===== src/design/sts_pkg.sv =====
// ----------------------------------------------------------------------------
// sts_pkg: shared types and constants of the slider/time scaler
// Holds the time width, the slider range, the action codes and the
// operand bundle that flows through the multiply-divide pipeline.
// ----------------------------------------------------------------------------
package sts_pkg;

	localparam int TIME_BITS  = 48;
	// Time fields on the ports are 48 bits; only the low TIME_BITS of them matter.
	localparam int TW         = (TIME_BITS < 48) ? TIME_BITS : 48;
	localparam int SLIDER_MAX = 1000;
	localparam int SLIDER_MIN = 0;
	localparam int SW         = 16;

	localparam logic ACT_T2S = 1'b0;
	localparam logic ACT_S2T = 1'b1;

	// Operands of floor(a * b / c) with a < c, plus the running remainder
	// and quotient. When run is low, q already holds the final answer.
	typedef struct packed {
		logic          act;
		logic          run;
		logic [TW-1:0] a;
		logic [TW-1:0] c;
		logic [TW-1:0] gap;
		logic [TW-1:0] b;
		logic [TW-1:0] r;
		logic [TW-1:0] q;
	} op_t;

endpackage


===== src/design/sts_mdiv_stage.sv =====
// ----------------------------------------------------------------------------
// sts_mdiv_stage: one bit of the restoring multiply-divide
// Consumes the top multiplier bit: double the remainder, then add the
// multiplicand if the bit is set, reducing modulo the divisor each time.
// ----------------------------------------------------------------------------
module sts_mdiv_stage
	import sts_pkg::*;
(
	input  logic clk,
	input  logic arst_n,
	input  logic en,
	input  logic in_vld,
	input  op_t  in_op,
	output logic out_vld,
	output op_t  out_op
);

	logic          vld_s1;
	op_t           op_s1;
	op_t           nxt;
	logic [TW:0]   dbl;
	logic [TW:0]   dif;
	logic          ge1;
	logic          ge2;
	logic [TW-1:0] r1;
	logic [TW-1:0] q1;
	logic [TW-1:0] r2;
	logic [TW-1:0] q2;

	always_comb begin
		dbl = {in_op.r, 1'b0};
		dif = dbl - {1'b0, in_op.c};
		ge1 = (dbl >= {1'b0, in_op.c});
		r1  = ge1 ? dif[TW-1:0] : dbl[TW-1:0];
		q1  = {in_op.q[TW-2:0], ge1};
		// add step: r1 + a wraps past c exactly when r1 >= c - a
		ge2 = (r1 >= in_op.gap);
		r2  = ge2 ? (r1 - in_op.gap) : (r1 + in_op.a);
		q2  = q1 + TW'(ge2);

		nxt   = in_op;
		nxt.b = {in_op.b[TW-2:0], 1'b0};
		if (in_op.run) begin
			if (in_op.b[TW-1]) begin
				nxt.r = r2;
				nxt.q = q2;
			end else begin
				nxt.r = r1;
				nxt.q = q1;
			end
		end
	end

	always_ff @(posedge clk or negedge arst_n) begin
		if (!arst_n) begin
			vld_s1 <= 1'b0;
		end else if (en) begin
			vld_s1 <= in_vld;
		end
	end

	always_ff @(posedge clk) begin
		if (en) begin
			op_s1 <= nxt;
		end
	end

	assign out_vld = vld_s1;
	assign out_op  = op_s1;

endmodule


===== config.mk =====
export PLATFORM = sky130hd
export DESIGN_NAME = sts_mdiv_stage
export DESIGN_NICKNAME = d
export VERILOG_FILES = /design/src/design/sts_pkg.sv /design/src/design/sts_mdiv_stage.sv
export SDC_FILE = /design/constraint.sdc
export NUM_CORES = 1
export LEC_CHECK = 0
export ABC_CLOCK_PERIOD_IN_PS = 800
export BUFFER_PORTS_ARGS = -buffer_cell sky130_fd_sc_hd__buf_2
export CAP_MARGIN = 20
export CORE_AREA = 5 5 226 228
export DETAILED_ROUTE_END_ITERATION = 6
export DIE_AREA = 0 0 231 233
export MAX_ROUTING_LAYER = met4
export PLACE_DENSITY_LB_ADDON = 0.05
export SLEW_MARGIN = 20
export SYNTH_ARGS = -nofsm -noshare
export SYNTH_HDL_FRONTEND = slang
export SYNTH_SLANG_ARGS = --single-unit

===== constraint.sdc =====
create_clock -name clk -period 0.8 [get_ports clk]
set_clock_uncertainty 0.05 [all_clocks]
set_input_delay 0.16 -clock clk [delete_from_list [all_inputs] [get_ports clk]]
set_output_delay 0.16 -clock clk [all_outputs]
set_load 0.02 [all_outputs]

==> summary.md <==
## Yosys
* count of flip-flops with a built-in enable after synthesis: 289
* count of mapped cells out of synthesis: 2108
* commonest register cell after synthesis: edfxtp_1
* Netlist Area Pre-Place: 20370 um2
* ys async rst share: 0.3448%
* number of distinct library cells after synthesis: 79
* sequential element share of the synthesized area: 42.72%
* Post-Synthesis Mean Instance Area: 9.665 um2
* Post-Syn Nets: 2550
* synthesis-stage register bit count: 290
* yosys synthesis warning count: 0

## Power
* Pwr Total: 71.02 mW
* leakage power of the design: 15.88 nW
* pwr/cell area: 2062 nW/um2
* worst-case vdd ir drop: 0.002115 V

## Global route
* maximum number of pins on one net before global-route repair: 122
* antenna violations before repair: 14
* GRT Overall Usage: 32.31%
* via count of the first global-routing pass: 23100
* Overflow after GRT: 0
* global-route wire length before repair: 131600 um

## Clock tree
* clock buffer depth: 3
* hold bufs inserted after CTS: 203
* clock root buffer: clkbuf_16
* Num CTS Buffers: 34
* CTS Sinks: 290
* Clk pin slew, worst setup/hold paths: 0.06 ns
* CTS tree: yes
* clock latency of the later-clocked register in the worst-skew pair: 0.54 ns
* number of H-tree branching levels: 2

## Timing
* total setup violations reported at the end of the flow: 389
* part of the cycle the worst path needs: 731.0%
* Least-Margin Pin Slew: 0.6696 ns
* Slew headroom: 54.89%
* Min Clock Period, post-route: 5.848 ns
* setup repair after global routing missed its margin: yes
* Max Fclk: 171.0 MHz
* final number of max-transition violations: 0
* count of endpoints failing hold in the final timing report: 2
* worst path setup slack after routing: -5.048 ns
* Final Hold Slack: -0.004589 ns

## Hold path
* worst hold stages: 2
* class of the worst hold path: input port to register

## Final layout
* ratio of cells with drive above 1 in the final layout: 45.14%
* count of nets after finishing: 4061
* signed area change from the synthesized netlist to the final layout: 69.07%
* final core area utilization: 70.81%

## Die
* core area: 48650 um2
* num rows: 81
* starting density of the core: 41.88%
* I/O pins: 585
* Die Ht: 233 um
* area enclosed by the die boundary: 53820 um2
* die span in x: 231 um

## Setup path
* Crit Path Class: input port to register
* Worst Path Max Fanout: 5
* endpoint type of the worst setup path: register
* largest stage delay on the critical path: 0.36 ns
* arrival time of data at the critical path endpoint: 6.07 ns
* kind of launch point of the worst setup path: input port
* reg-to-reg setup timing slack: 0.01 ns
* number of cell instances on the worst register-to-register path: 1
* Max stage delay cell, worst path: a211o_1
* Required @ worst endpoint: 1.02 ns

## Place
* placer's final routability congestion estimate: 0.9804
* # port buffers: 583
* worst setup slack after placement: -5.943 ns
* Detailed Place HPWL: 70070 um

## Detailed routing
* antenna-violating nets left: 0
* first-pass detailed-route iteration total: 5
* number of remaining DRC errors: 0
* via count: 22860
* vias per cell: 5.346
* wire length after detailed routing: 89980 um
* Iteration-0 DRC Markers: 1430
* drt wl/cell: 21.04 um

## Flow run
* max capacitance violation total: 0

## Outcome
* result of the run: finished, violations left
* violations in the final reports: negative hold slack, negative setup slack

[Yosys cell counts, drive strengths merged (36+ instances only)]
| cell | number | area share, % |
|---|---|---|
| xor2 | 83 | 3.6 |
| o211ai | 53 | 2.0 |
| ha | 145 | 8.9 |
| xnor2 | 86 | 3.7 |
| inv | 144 | 2.7 |
| a211oi | 36 | 1.3 |
| a21oi | 192 | 4.7 |
| nand2 | 169 | 3.1 |
| edfxtp | 289 | 43 |
| a21o | 82 | 3.0 |
| clkbuf | 64 | 1.2 |
| o21ai | 131 | 3.3 |
| nand3 | 49 | 1.2 |
| nor2 | 185 | 3.4 |
[cell usage in the layout, fill, tap and decap left out, types with 41 or more instances in the layout]
cell and instances:
dlygate4sd3_1 203, nand3_1 41, nand2_1 159, buf_4 743, edfxtp_1 289, buf_6 42, o21ai_0 101, ha_1 110
a21o_1 81, buf_2 553, o211ai_1 53, nor2_1 173, xnor2_1 83, inv_1 130, a21oi_1 170, xor2_1 81
[through the flow]
step / std cells / setup TNS, ns / cell area, um2
final: 4276 / -595.94 / 34450
after global routing: 4276 / -631.90 / 34450
after CTS: 4237 / -593.24 / 33540
after detailed placement: 3951 / -595.45 / 29520
after global placement: 3951 / -593.09 / 29520
after floorplan: 2108 / -441.14 / 20650
[kinds of logic (layout without fill, tap and decap cells)]
logic type | count (synthesis) | in the layout | synth area share (%)
AO/OA/AOI/OAI | 647 | 647 | 20.65
AND/OR/NAND/NOR | 573 | 573 | 13.18
flip-flops | 290 | 290 | 42.72
buffers and inverters | 231 | 1765 | 4.403
XOR/XNOR | 169 | 169 | 7.265
adder cells (fa/ha/maj) | 148 | 148 | 9.200
multiplexers | 49 | 49 | 2.561
other | 1 | 13 | 0.01841
[layer usage]
| metal | GRT usage [%] | wire length, um |
|---|---|---|
| met1 | 40.62 | 37290 |
| met2 | 54.59 | 43500 |
| met3 | 5.394 | 6302 |
| met4 | 8.581 | 2884 |
| met5 | - | 0 |
[critical path, delay by kind of cell]
family / cells / cell delay (ns)
AOI/OAI and AO/OA: 15 / 2.62
and+or+nand+nor: 8 / 1.21
buffers and inverters: 7 / 0.87
adders and majority gates: 3 / 0.70
muxes: 1 / 0.33
xor gates and xnor gates: 1 / 0.16
[area by class of cell]
type | count | area, um2
Timing Repair Buffer | 1560 | 11220
Antenna cell | 12 | 30.03
Inverter | 146 | 575.6
Multi-Input combinational cell | 1587 | 12080
Clock inverter | 20 | 192.7
Tap cell | 622 | 778.2
Clock buffer | 39 | 869.6
Sequential cell | 290 | 8703
Fill cell | 3696 | 14200
[registers in the layout, summed over array words and instances, names as in the netlist]
signal	count
out_vld	1
out_op	289
[final timing paths]
kind / start / end
max: in_op[50] / out_op[45]
min: en / out_op[234]
max reg2reg: out_vld / out_vld
min reg2reg: out_vld / out_vld
max in group asynchronous: arst_n / out_vld
min in group asynchronous: arst_n / out_vld
[report_power, final]
group / leakage, nW / switching [mW] / total (mW) / internal (mW)
Clock: 0.522 / 6.42 / 15.2 / 8.80
Combinational: 12.5 / 19.3 / 36.9 / 17.6
Sequential: 2.84 / 0.474 / 18.9 / 18.4
[what timing repair did]
| action | CTS | global route |
|---|---|---|
| endpoints found under the hold margin | 231 | 10 |
| pin swaps | 66 | 106 |
| setup buffers | 29 | 34 |
| cloned | 1 | 2 |
| setup endpoints to repair | 386 | 388 |
| resized for setup | 159 | 142 |
No activity file was read; power rests on OpenSTA's default activity.
